$ cat config.mk
export PLATFORM = sky130hd
export DESIGN_NAME = thick_line_rasterizer
export DESIGN_NICKNAME = d
export VERILOG_FILES = /design/src/sv/tlr_pkg.sv /design/src/sv/tlr_front.sv /design/src/sv/tlr_back.sv /design/src/sv/tlr_out_queue.sv /design/src/sv/thick_line_rasterizer.sv
export SDC_FILE = /design/constraint.sdc
export NUM_CORES = 1
export LEC_CHECK = 0
export ABC_AREA = 1
export BUFFER_PORTS_ARGS = -buffer_cell sky130_fd_sc_hd__buf_2
export CAP_MARGIN = 20
export CORE_MARGIN = 1.5
export CORE_UTILIZATION = 55
export CTS_CLUSTER_SIZE = 30
export DETAILED_ROUTE_END_ITERATION = 16
export PLACE_DENSITY_LB_ADDON = 0.2
export REMOVE_ABC_BUFFERS = 1
export SYNTH_ARGS = -nofsm -noshare
export SYNTH_HDL_FRONTEND = slang
export SYNTH_SLANG_ARGS = --single-unit
$ cat constraint.sdc
create_clock -name clk -period 5.3 [get_ports clk]
set_input_delay 0.265 -clock clk [delete_from_list [all_inputs] [get_ports clk]]
set_output_delay 0.265 -clock clk [all_outputs]
set_load 0.01 [all_outputs]
$ cat src/sv/tlr_pkg.sv
`timescale 1ns / 1ps
// ----------------------------------------------------------------------------
// tlr_pkg
// Shared types and constants of the thick line rasterizer.
// ----------------------------------------------------------------------------
package tlr_pkg;

  localparam int DefFrameWidth   = 1024;
  localparam int DefFrameHeight  = 1024;
  localparam int DefMaxThickness = 7;

  localparam int CoordW = 12;
  localparam int PointW = 13;
  localparam int ErrW   = 14;
  localparam int ThickW = 3;
  localparam int OffW   = 4;
  localparam int ColorW = 32;
  localparam int PixW   = 10;
  localparam int IndexW = 20;

  typedef enum logic {
    ACT_START = 1'b0,
    ACT_STEP  = 1'b1
  } action_t;

  // classified item handed from the front to the stepper
  typedef struct packed {
    action_t                   act;
    logic signed [CoordW-1:0]  x0;
    logic signed [CoordW-1:0]  y0;
    logic signed [CoordW-1:0]  x1;
    logic signed [CoordW-1:0]  y1;
    logic [CoordW-1:0]         dx;
    logic [CoordW-1:0]         dy;
    logic                      dir_x_neg;
    logic                      dir_y_neg;
    logic [ThickW-1:0]         thick;
    logic [ColorW-1:0]         color;
  } item_t;

  typedef struct packed {
    logic              we;
    logic [PixW-1:0]   px;
    logic [PixW-1:0]   py;
    logic [IndexW-1:0] idx;
    logic [ColorW-1:0] rgba;
    logic              last;
  } result_t;

endpackage

$ cat src/sv/tlr_front.sv
`timescale 1ns / 1ps
// ----------------------------------------------------------------------------
// tlr_front
// Input side: decodes each item, precomputes line deltas and directions,
// clamps the thickness and holds items in a two-entry queue for the stepper.
// ----------------------------------------------------------------------------
module tlr_front import tlr_pkg::*; #(
  parameter int MAX_THICKNESS = DefMaxThickness
) (
  input  logic                     clk,
  input  logic                     rst,
  input  logic                     push,
  output logic                     full,
  input  logic                     action,
  input  logic signed [CoordW-1:0] start_x,
  input  logic signed [CoordW-1:0] start_y,
  input  logic signed [CoordW-1:0] end_x,
  input  logic signed [CoordW-1:0] end_y,
  input  logic [ThickW-1:0]        half_width,
  input  logic [ColorW-1:0]        rgba,
  output logic                     item_valid,
  input  logic                     item_ready,
  output item_t                    item
);

  localparam logic [ThickW:0] MaxThick = (ThickW + 1)'(MAX_THICKNESS);

  item_t        slots [2];
  logic         wr_ptr;
  logic         rd_ptr;
  logic [1:0]   count;
  item_t        decoded;
  logic [CoordW:0] diff_x, diff_y, ndiff_x, ndiff_y;
  logic         wr_en, rd_en;

  always_comb begin
    diff_x  = {end_x[CoordW-1], end_x} - {start_x[CoordW-1], start_x};
    diff_y  = {end_y[CoordW-1], end_y} - {start_y[CoordW-1], start_y};
    ndiff_x = {start_x[CoordW-1], start_x} - {end_x[CoordW-1], end_x};
    ndiff_y = {start_y[CoordW-1], start_y} - {end_y[CoordW-1], end_y};

    decoded.act       = action_t'(action);
    decoded.x0        = start_x;
    decoded.y0        = start_y;
    decoded.x1        = end_x;
    decoded.y1        = end_y;
    decoded.dir_x_neg = !(start_x < end_x);
    decoded.dir_y_neg = !(start_y < end_y);
    decoded.dx        = decoded.dir_x_neg ? ndiff_x[CoordW-1:0] : diff_x[CoordW-1:0];
    decoded.dy        = decoded.dir_y_neg ? ndiff_y[CoordW-1:0] : diff_y[CoordW-1:0];
    decoded.thick     = ({1'b0, half_width} > MaxThick) ? MaxThick[ThickW-1:0] : half_width;
    decoded.color     = rgba;
  end

  assign full       = (count == 2'd2);
  assign item_valid = (count != 2'd0);
  assign item       = slots[rd_ptr];
  assign wr_en      = push && !full;
  assign rd_en      = item_valid && item_ready;

  always_ff @(posedge clk) begin
    if (wr_en) begin
      slots[wr_ptr] <= decoded;
    end
  end

  always_ff @(posedge clk) begin
    if (rst) begin
      wr_ptr <= 1'b0;
      rd_ptr <= 1'b0;
      count  <= 2'd0;
    end else begin
      if (wr_en) begin
        wr_ptr <= ~wr_ptr;
      end
      if (rd_en) begin
        rd_ptr <= ~rd_ptr;
      end
      count <= count + 2'(wr_en) - 2'(rd_en);
    end
  end

endmodule

$ cat src/sv/tlr_back.sv
`timescale 1ns / 1ps
// ----------------------------------------------------------------------------
// tlr_back
// Stepper: holds the Bresenham state, walks the brush square around each
// point and emits one pixel transfer per step item while a line is active.
// ----------------------------------------------------------------------------
module tlr_back import tlr_pkg::*; #(
  parameter int FRAME_WIDTH  = DefFrameWidth,
  parameter int FRAME_HEIGHT = DefFrameHeight
) (
  input  logic    clk,
  input  logic    rst,
  input  logic    item_valid,
  output logic    item_ready,
  input  item_t   item,
  input  logic    res_full,
  output logic    res_push,
  output result_t res
);

  localparam logic [14:0] FrameW15 = 15'(FRAME_WIDTH);
  localparam logic [14:0] FrameH15 = 15'(FRAME_HEIGHT);
  localparam logic [11:0] FrameW12 = 12'(FRAME_WIDTH);

  logic               busy;
  logic [PointW-1:0]  point_x, point_y;
  logic [CoordW-1:0]  target_x, target_y;
  logic [CoordW-1:0]  delta_x, delta_y;
  logic               dir_x_neg, dir_y_neg;
  logic [ErrW-1:0]    error_term;
  logic [OffW-1:0]    offset_x, offset_y;
  logic [ThickW-1:0]  thickness_reg;
  logic [ColorW-1:0]  color_reg;

  logic               fire, step;
  logic [14:0]        pos_x, pos_y;
  logic               in_frame;
  logic [22:0]        row_base;
  logic [22:0]        lin_idx;
  logic [OffW-1:0]    side;
  logic               end_y_col, end_square, at_target;
  logic signed [14:0] e2, dx_s, dy_s;
  logic               move_x, move_y;
  logic [ErrW-1:0]    err_step;

  always_comb begin
    pos_x    = {{2{point_x[PointW-1]}}, point_x} - 15'(thickness_reg) + 15'(offset_x);
    pos_y    = {{2{point_y[PointW-1]}}, point_y} - 15'(thickness_reg) + 15'(offset_y);
    in_frame = !pos_x[14] && !pos_y[14] && (pos_x < FrameW15) && (pos_y < FrameH15);
    row_base = 23'(pos_y[10:0]) * 23'(FrameW12);
    lin_idx  = row_base + 23'(pos_x[10:0]);

    side       = {thickness_reg, 1'b0};
    end_y_col  = !(offset_y < side);
    end_square = end_y_col && !(offset_x < side);
    at_target  = (point_x == {target_x[CoordW-1], target_x})
              && (point_y == {target_y[CoordW-1], target_y});

    e2       = $signed({error_term, 1'b0});
    dx_s     = $signed({3'b000, delta_x});
    dy_s     = $signed({3'b000, delta_y});
    move_x   = e2 > -dy_s;
    move_y   = e2 < dx_s;
    err_step = error_term - (move_x ? {2'b00, delta_y} : '0)
                          + (move_y ? {2'b00, delta_x} : '0);
  end

  assign item_ready = !res_full;
  assign fire       = item_valid && item_ready;
  assign step       = fire && (item.act == ACT_STEP) && busy;
  assign res_push   = step;

  always_comb begin
    res.we   = in_frame;
    res.px   = in_frame ? pos_x[PixW-1:0] : '0;
    res.py   = in_frame ? pos_y[PixW-1:0] : '0;
    res.idx  = in_frame ? lin_idx[IndexW-1:0] : '0;
    res.rgba = color_reg;
    res.last = end_square && at_target;
  end

  always_ff @(posedge clk) begin
    if (rst) begin
      busy          <= 1'b0;
      point_x       <= '0;
      point_y       <= '0;
      target_x      <= '0;
      target_y      <= '0;
      delta_x       <= '0;
      delta_y       <= '0;
      dir_x_neg     <= 1'b0;
      dir_y_neg     <= 1'b0;
      error_term    <= '0;
      offset_x      <= '0;
      offset_y      <= '0;
      thickness_reg <= '0;
      color_reg     <= '0;
    end else if (fire && (item.act == ACT_START)) begin
      busy          <= 1'b1;
      point_x       <= {item.x0[CoordW-1], item.x0};
      point_y       <= {item.y0[CoordW-1], item.y0};
      target_x      <= item.x1;
      target_y      <= item.y1;
      delta_x       <= item.dx;
      delta_y       <= item.dy;
      dir_x_neg     <= item.dir_x_neg;
      dir_y_neg     <= item.dir_y_neg;
      error_term    <= {2'b00, item.dx} - {2'b00, item.dy};
      offset_x      <= '0;
      offset_y      <= '0;
      thickness_reg <= item.thick;
      color_reg     <= item.color;
    end else if (step) begin
      if (!end_y_col) begin
        offset_y <= offset_y + 1'b1;
      end else begin
        offset_y <= '0;
        if (!end_square) begin
          offset_x <= offset_x + 1'b1;
        end else begin
          offset_x <= '0;
          if (at_target) begin
            busy <= 1'b0;
          end else begin
            error_term <= err_step;
            if (move_x) begin
              point_x <= point_x + (dir_x_neg ? {PointW{1'b1}} : PointW'(1));
            end
            if (move_y) begin
              point_y <= point_y + (dir_y_neg ? {PointW{1'b1}} : PointW'(1));
            end
          end
        end
      end
    end
  end

endmodule

$ cat src/sv/tlr_out_queue.sv
`timescale 1ns / 1ps
// ----------------------------------------------------------------------------
// tlr_out_queue
// Two-entry result queue between the stepper and the pixel write port.
// ----------------------------------------------------------------------------
module tlr_out_queue import tlr_pkg::*; (
  input  logic    clk,
  input  logic    rst,
  input  logic    wr_push,
  input  result_t wr_data,
  output logic    wr_full,
  input  logic    pop,
  output logic    empty,
  output result_t rd_data
);

  result_t    slots [2];
  logic       wr_ptr;
  logic       rd_ptr;
  logic [1:0] count;
  logic       wr_en, rd_en;

  assign wr_full = (count == 2'd2);
  assign empty   = (count == 2'd0);
  assign rd_data = slots[rd_ptr];
  assign wr_en   = wr_push && !wr_full;
  assign rd_en   = pop && !empty;

  always_ff @(posedge clk) begin
    if (wr_en) begin
      slots[wr_ptr] <= wr_data;
    end
  end

  always_ff @(posedge clk) begin
    if (rst) begin
      wr_ptr <= 1'b0;
      rd_ptr <= 1'b0;
      count  <= 2'd0;
    end else begin
      if (wr_en) begin
        wr_ptr <= ~wr_ptr;
      end
      if (rd_en) begin
        rd_ptr <= ~rd_ptr;
      end
      count <= count + 2'(wr_en) - 2'(rd_en);
    end
  end

endmodule

$ cat src/sv/thick_line_rasterizer.sv
`timescale 1ns / 1ps
// ----------------------------------------------------------------------------
// thick_line_rasterizer
// Bresenham line rasterizer with a square brush of side 2t+1.
// ----------------------------------------------------------------------------
// Usage: push a start item (action 0) to load a line, then push one step
// item (action 1) per pixel wanted; each step while a line is active gives
// one pixel transfer, the brush square walked x-outer, y-inner, and the
// final position of the endpoint square carries last. Steps while idle give
// nothing. The block takes one item per cycle sustained while the result
// queue has room: the stepper does one brush position per cycle with a
// single add, compare and multiply for the linear index. A result is pushed
// into the result queue in the cycle its step item is taken by the stepper
// (input queue, then stepper into the two-entry result queue); both queues
// let either side stall without stopping the other until the queue is full.
// ----------------------------------------------------------------------------
module thick_line_rasterizer import tlr_pkg::*; #(
  parameter int FRAME_WIDTH   = DefFrameWidth,
  parameter int FRAME_HEIGHT  = DefFrameHeight,
  parameter int MAX_THICKNESS = DefMaxThickness
) (
  input  logic                     clk,
  input  logic                     rst,
  input  logic                     push,
  output logic                     full,
  input  logic                     action,
  input  logic signed [CoordW-1:0] start_x,
  input  logic signed [CoordW-1:0] start_y,
  input  logic signed [CoordW-1:0] end_x,
  input  logic signed [CoordW-1:0] end_y,
  input  logic [ThickW-1:0]        half_width,
  input  logic [ColorW-1:0]        rgba,
  output logic                     empty,
  input  logic                     pop,
  output logic                     write_enable,
  output logic [PixW-1:0]          pixel_x,
  output logic [PixW-1:0]          pixel_y,
  output logic [IndexW-1:0]        pixel_index,
  output logic [ColorW-1:0]        pixel_rgba,
  output logic                     last
);

  logic    item_valid, item_ready;
  item_t   item;
  logic    res_push, res_full;
  result_t res, head;

  tlr_front #(
    .MAX_THICKNESS (MAX_THICKNESS)
  ) u_front (
    .clk        (clk),
    .rst        (rst),
    .push       (push),
    .full       (full),
    .action     (action),
    .start_x    (start_x),
    .start_y    (start_y),
    .end_x      (end_x),
    .end_y      (end_y),
    .half_width (half_width),
    .rgba       (rgba),
    .item_valid (item_valid),
    .item_ready (item_ready),
    .item       (item)
  );

  tlr_back #(
    .FRAME_WIDTH  (FRAME_WIDTH),
    .FRAME_HEIGHT (FRAME_HEIGHT)
  ) u_back (
    .clk        (clk),
    .rst        (rst),
    .item_valid (item_valid),
    .item_ready (item_ready),
    .item       (item),
    .res_full   (res_full),
    .res_push   (res_push),
    .res        (res)
  );

  tlr_out_queue u_out (
    .clk     (clk),
    .rst     (rst),
    .wr_push (res_push),
    .wr_data (res),
    .wr_full (res_full),
    .pop     (pop),
    .empty   (empty),
    .rd_data (head)
  );

  assign write_enable = head.we;
  assign pixel_x      = head.px;
  assign pixel_y      = head.py;
  assign pixel_index  = head.idx;
  assign pixel_rgba   = head.rgba;
  assign last         = head.last;

  a_no_push_when_full: assert property (@(posedge clk) disable iff (rst)
    res_push |-> !res_full)
    else $error("result pushed into full queue");

  a_reset_clears: assert property (@(posedge clk)
    (!rst && $past(rst)) |-> (empty && !full))
    else $error("queues not empty after reset");

  a_off_frame_zero: assert property (@(posedge clk) disable iff (rst)
    (!empty && !write_enable) |-> (pixel_x == '0 && pixel_y == '0 && pixel_index == '0))
    else $error("off-frame result carries coordinates");

endmodule
# Word level (Yosys, flattened, before mapping)
# Memories as Yosys holds them, arrays and structs flattened. A register that Yosys moved wholly into a read port is not among the register bits.
# Index checks and enable logic that the tools add are counted.
# op_classes
order_cmp,8
reduce_logical,35
n_bitwise,6
add_sub_neg,21
eq_ne,6
muxes,41
# op_table
cell,n
13-bit 2-to-1 mux,14
14-bit 2-to-1 mux,5
12-bit 2-to-1 mux,4
12-bit subtractor,4
15-bit by 4-bit adder with 15-bit output,2
"15-bit by 11-bit less-than comparator with 1-bit output, second input constant",2
13-bit by 4-bit subtractor with 14-bit output,2
13-bit adder,2
13-bit == test,2
12-bit less-than comparator,2
20-bit by 11-bit adder with 20-bit output,1
10-bit 2-to-1 mux,2
20-bit 2-to-1 mux,1
15-bit > comparator,1
15-bit by 13-bit less-than comparator with 1-bit output,1
12-bit negator with 15-bit output,1
14-bit adder,1
14-bit subtractor,1
1-bit logical AND,13
1-bit 2-to-1 mux,13
12-bit by 12-bit subtractor with 13-bit output,1
2-bit nonzero test,6
5-bit AND reduction,2
1-bit logical NOT,9
12 further kinds,25
# totals
ram_bits,368
output_inout_bits,76
regBits,142
word_cells,139
inputBits,88
memories,2
# mem_list
memory,words,word_bits,rd,rd_ports_with_merged_regs,wr,line,rtl
u_front.slots,2,110,1,1,1,tlr_front.sv:28,item_t slots [2];
u_out.slots,2,74,1,1,1,tlr_out_queue.sv:17,result_t slots [2];

# Longest topological paths before layout
# depth
word_depth,10
mapped_depth,32
ltp_nobuf,31

# Modules after synthesis
# A second synthesis with hierarchy kept.
# hier_totals
cells_unflattened,2998
hier_area_um2,28379.7
# modules_own_cells
module,cells_each,area_per_inst_um2,instances,seq_area_each_um2
tlr_back,1805,11415.9,1,2682.6
tlr_front,924,11125.7,1,6706.4
tlr_out_queue,269,5838.1,1,4544.4

# Least setup slack after synthesis
# No wires, ideal clock.
# synth_path
kind,flip-flop to flip-flop
startpoint,reg u_front.count[1]
endpoint,"mem u_front.slots[1][0] (netlist name), enable pin"
arrival_ps,5100
path_slack_ps,-382
required_ps,4718
setup_ps,582
synth_period_minus_slack_ps,5682
stages_incl_launch_ff,4
n_path_buf,0
cell_sequence,dfxtp_1 -> inv_1 -> o21ai_0 -> nor2_1
# synth_via
elab_chain_cells,5
# synth_rtl
element,line,rtl
"start, declared",tlr_front.sv:31,logic [1:0] count;
"start signal, assigned",tlr_front.sv:79,count <= count + 2'(wr_en) - 2'(rd_en);
2-bit == test,tlr_front.sv:55,assign full = (count == 2'd2);
1-bit logical NOT,tlr_front.sv:58,assign wr_en = push && !full;
1-bit logical AND,tlr_front.sv:58,
1-bit 2-to-1 mux,tlr_front.sv:62,if (wr_en) begin
1-bit 2-to-1 mux (not written as such),tlr_front.sv:63,slots[wr_ptr] <= decoded;
"end, declared",tlr_front.sv:28,
# No other way between the ends.

# Worst setup path after layout
# layout_path
startpoint,reg u_back.delta_y[1]
endpoint,reg u_back.error_term[13]
# layout_via
elab_chain_cells,10
# layout_rtl
element,line,rtl
"start, declared",tlr_back.sv:28,"logic [CoordW-1:0] delta_x, delta_y;"
"start signal, assigned",tlr_back.sv:105,delta_y <= item.dy;
12-bit negator with 15-bit output,tlr_back.sv:62,move_x = e2 > -dy_s;
15-bit > comparator,tlr_back.sv:62,
12-bit 2-to-1 mux (*),tlr_back.sv:64,"err_step = error_term - (move_x ? {2'b00, delta_y} : '0)"
14-bit subtractor (*),tlr_back.sv:64,
14-bit adder (*),tlr_back.sv:65,"+ (move_y ? {2'b00, delta_x} : '0);"
14-bit 2-to-1 mux (*),tlr_back.sv:122,if (at_target) begin
14-bit 2-to-1 mux (*),tlr_back.sv:118,if (!end_square) begin
14-bit 2-to-1 mux (*),tlr_back.sv:114,if (!end_y_col) begin
14-bit 2-to-1 mux (*),tlr_back.sv:113,end else if (step) begin
14-bit 2-to-1 mux (*),tlr_back.sv:98,end else if (fire && (item.act == ACT_START)) begin
"end signal, assigned",tlr_back.sv:108,"error_term <= {2'b00, item.dx} - {2'b00, item.dy};"
"end signal, assigned",tlr_back.sv:125,error_term <= err_step;
"end, declared",tlr_back.sv:30,logic [ErrW-1:0] error_term;
# Every way passes the cells marked *; elsewhere a longest branch is shown, timed or not. The select of a mux whose other input is x is not followed.
# A chain may end at the register's enable or synchronous reset.

==> summary.txt <==
Status
  • Status: complete, no violations

Run
  • MaxCap Viol Count: 0

Detailed routing
  • Vias per cell: 5.50
  • WL/cell: 18.1 µm
  • Vias: 19500
  • # DRC: 0
  • Initial DRT Pass Iterations: 6
  • Final WL: 64200 µm
  • First DRT Iteration DRCs: 1330
  • Antenna-violating nets left: 0

Worst setup path
  • Critical setup path kind: flip-flop to flip-flop
  • R2R depth: 29
  • Slowest-stage cell, CP: fa_1
  • Critical path peak fanout: 5
  • Critical Path AT: 5.37 ns
  • Crit end category: flip-flop
  • CP required: 5.82 ns
  • CP most frequent cell: nand2_1
  • CP max stage delay: 0.43 ns
  • CP Launch Type: flip-flop

Power and ir drop
  • PnR Total Power: 19.4 mW
  • Peak supply drop: 0.418 mV
  • Leak pwr: 12.5 nW
  • PwrDens: 653 nW/µm²

Floorplanning
  • Core Rows: 79
  • Starting Density: 0.556
  • I/O Pins: 164
  • Die span in x: 219 µm
  • Overall die height: 219 µm
  • DIE AREA: 48100 µm²
  • Total core area: 46400 µm²

Yosys
  • Syn_area_per_cell: 9.58 µm²
  • Post-synth ARST share: 0
  • Syn Inst Count: 2688
  • Synth Flop Type: edfxtp_1
  • EDFF count, synth: 348
  • Top cells by count, synth: nand2_1, edfxtp_1, inv_1
  • Synth cell types: 55
  • Number of synthesized register bits: 492
  • Synth area leaders: edfxtp_1, dfxtp_1, nand2_1
  • Dominant cell type by area after synthesis: edfxtp_1
  • Synth warn: 0
  • Count leader, synth: nand2_1
  • Sequential fraction of the synthesis area: 0.518
  • Yosys top cell area share: 0.406
  • Mapped Area: 25800 µm²

Cells and area
  • Layout cells sized above 1: 0.144
  • Area grow syn2layout: 15.0%
  • # nets final: 3154
  • Max FFs per register: 220
  • Final design utilization: 0.639

Worst hold path
  • Hold path depth: 1
  • Worst min path class: input port to flip-flop

Timing
  • Fin Clk Skew: 0.0338 ns
  • Slew HR: 0.311
  • Post-route setup slack: 0.453 ns
  • Slew Viols, Final: 0
  • Hold Slack: 0.0178 ns
  • RSZ-0062 raised after global routing: true
  • Setup violations, final: 0
  • Shortest period the worst path allows: 4.85 ns
  • Fin. Hold Viols: 0
  • Sum Neg Setup Slack: 0 ns
  • Max frequency: 0.206 GHz
  • Slew at the pin closest to its max-slew limit: 1.03 ns
  • Tcrit/Tclk final: 0.914

GRT
  • Total gr overflow: 0
  • First-pass GRT wire length: 101000 µm
  • Global Route Usage Sum: 0.268
  • Vias in the first global route: 19200
  • Antenna violations before repair: 2
  • Largest net degree at the start of global routing: 112

Clock tree
  • Clock Path Buffers: 3
  • H-tree depth: 2
  • Root Buffer: clkbuf_16
  • Clock sink count: 492
  • CTS tree: built
  • Num CTS Buffers: 50
  • Skew-Pair Late Insertion Delay: 0.62 ns
  • Clock slew at reported path FFs: 0.06 ns

Place
  • Placement Setup Slack: 0.0180 ns
  • I/O Buffers: 163
  • Dpl hpwl: 43100 µm
  • RePlAce Congestion: 0.887
## final cells by class
class / instances / area (µm²)
clock buffers: 68 / 1360
flip-flops and latches: 492 / 13300
diodes: 1 / 2.50
repair buffers: 267 / 1830
clock inverters: 24 / 267
multi-input cells: 1819 / 11100
fillers: 3715 / 16700
inverters: 266 / 1000
well taps: 607 / 759
## cells by family after synthesis
| kind of cell | count (synthesis) | share of synthesized area |
|---|---|---|
| xor+xnor | 122 | 0.0415 |
| flops | 492 | 0.518 |
| buf+inv | 378 | 0.0583 |
| compound gates | 474 | 0.102 |
| fa+ha+maj | 170 | 0.0893 |
| mux | 77 | 0.0330 |
| simple gates | 975 | 0.159 |
## path summary, 6_finish.rpt
check | startpoint | to | slack, ns
worst min register to register | u_out.rd_ptr$_SDFFE_PP0P_ | flip-flop | 0.45
worst max-delay path | u_back.delta_y[1]$_SDFFE_PP0P_ | u_back.error_term[13]$_SDFFE_PP0P_ | 0.45
worst max register to register | u_back.delta_y[1]$_SDFFE_PP0P_ | u_back.error_term[13]$_SDFFE_PP0P_ | 0.45
worst min-delay path | start_y[1] | u_front.slots[1][86]$_DFFE_PP_ | 0.02
## where the power goes
| part | leakage, nW | switching [mW] | total [mW] | internal (mW) |
|---|---|---|---|---|
| Sequential | 4.41 | 0.595 | 5.68 | 5.09 |
| Combinational | 7.31 | 6.62 | 10.2 | 3.55 |
| Clock | 0.778 | 1.50 | 3.50 | 2.00 |
## through the flow
step / area [µm²] / std cells
floorplan: 25300 / 2576
global placement: 27100 / 3367
detailed placement: 27100 / 3367
CTS: 29500 / 3541
global route: 29600 / 3543
finish: 29600 / 3544
## worst max-delay path, delay by kind of cell (launching register included)
kind | cells | cell delay, ns
flip-flops | 1 | 0.32
AND/OR/NAND/NOR | 15 | 1.72
adder cells (fa/ha/maj) | 4 | 1.22
XOR/XNOR | 2 | 0.32
buffers and inverters | 3 | 0.35
AO/OA/AOI/OAI | 5 | 0.84
## cells in the final DEF, fill, tap and decap left out, drive strengths merged, types with 21 or more instances in the layout
master,synthesis,routed
nand2,587,587
ha,147,147
nor2,226,226
a21oi,171,171
nand3,102,103
fa,23,23
dlygate4sd3,0,82
mux2,64,64
o21ai,180,180
dfxtp,144,144
clkbuf,73,68
a31oi,68,68
nand4,21,21
inv,263,264
buf,39,185
xnor2,41,41
edfxtp,348,348
xor2,81,81
## per-layer routing
layer  global-route usage  routed length (µm)  part of all wire
met1                0.354               28400              0.44
met2                0.450               30500              0.47
met3               0.0453                3470             0.054
met4               0.0842                1860             0.029
met5                    0                   0                 0
## what timing repair did
item	4_1_cts	5_1_grt
endpoints found under the hold margin	163	0
gates resized for setup	0	30
endpoints found under the setup margin	0	12
hold buffers	82	0
buffers inserted	0	1
Note: power is estimated with default switching activity, not from simulation.
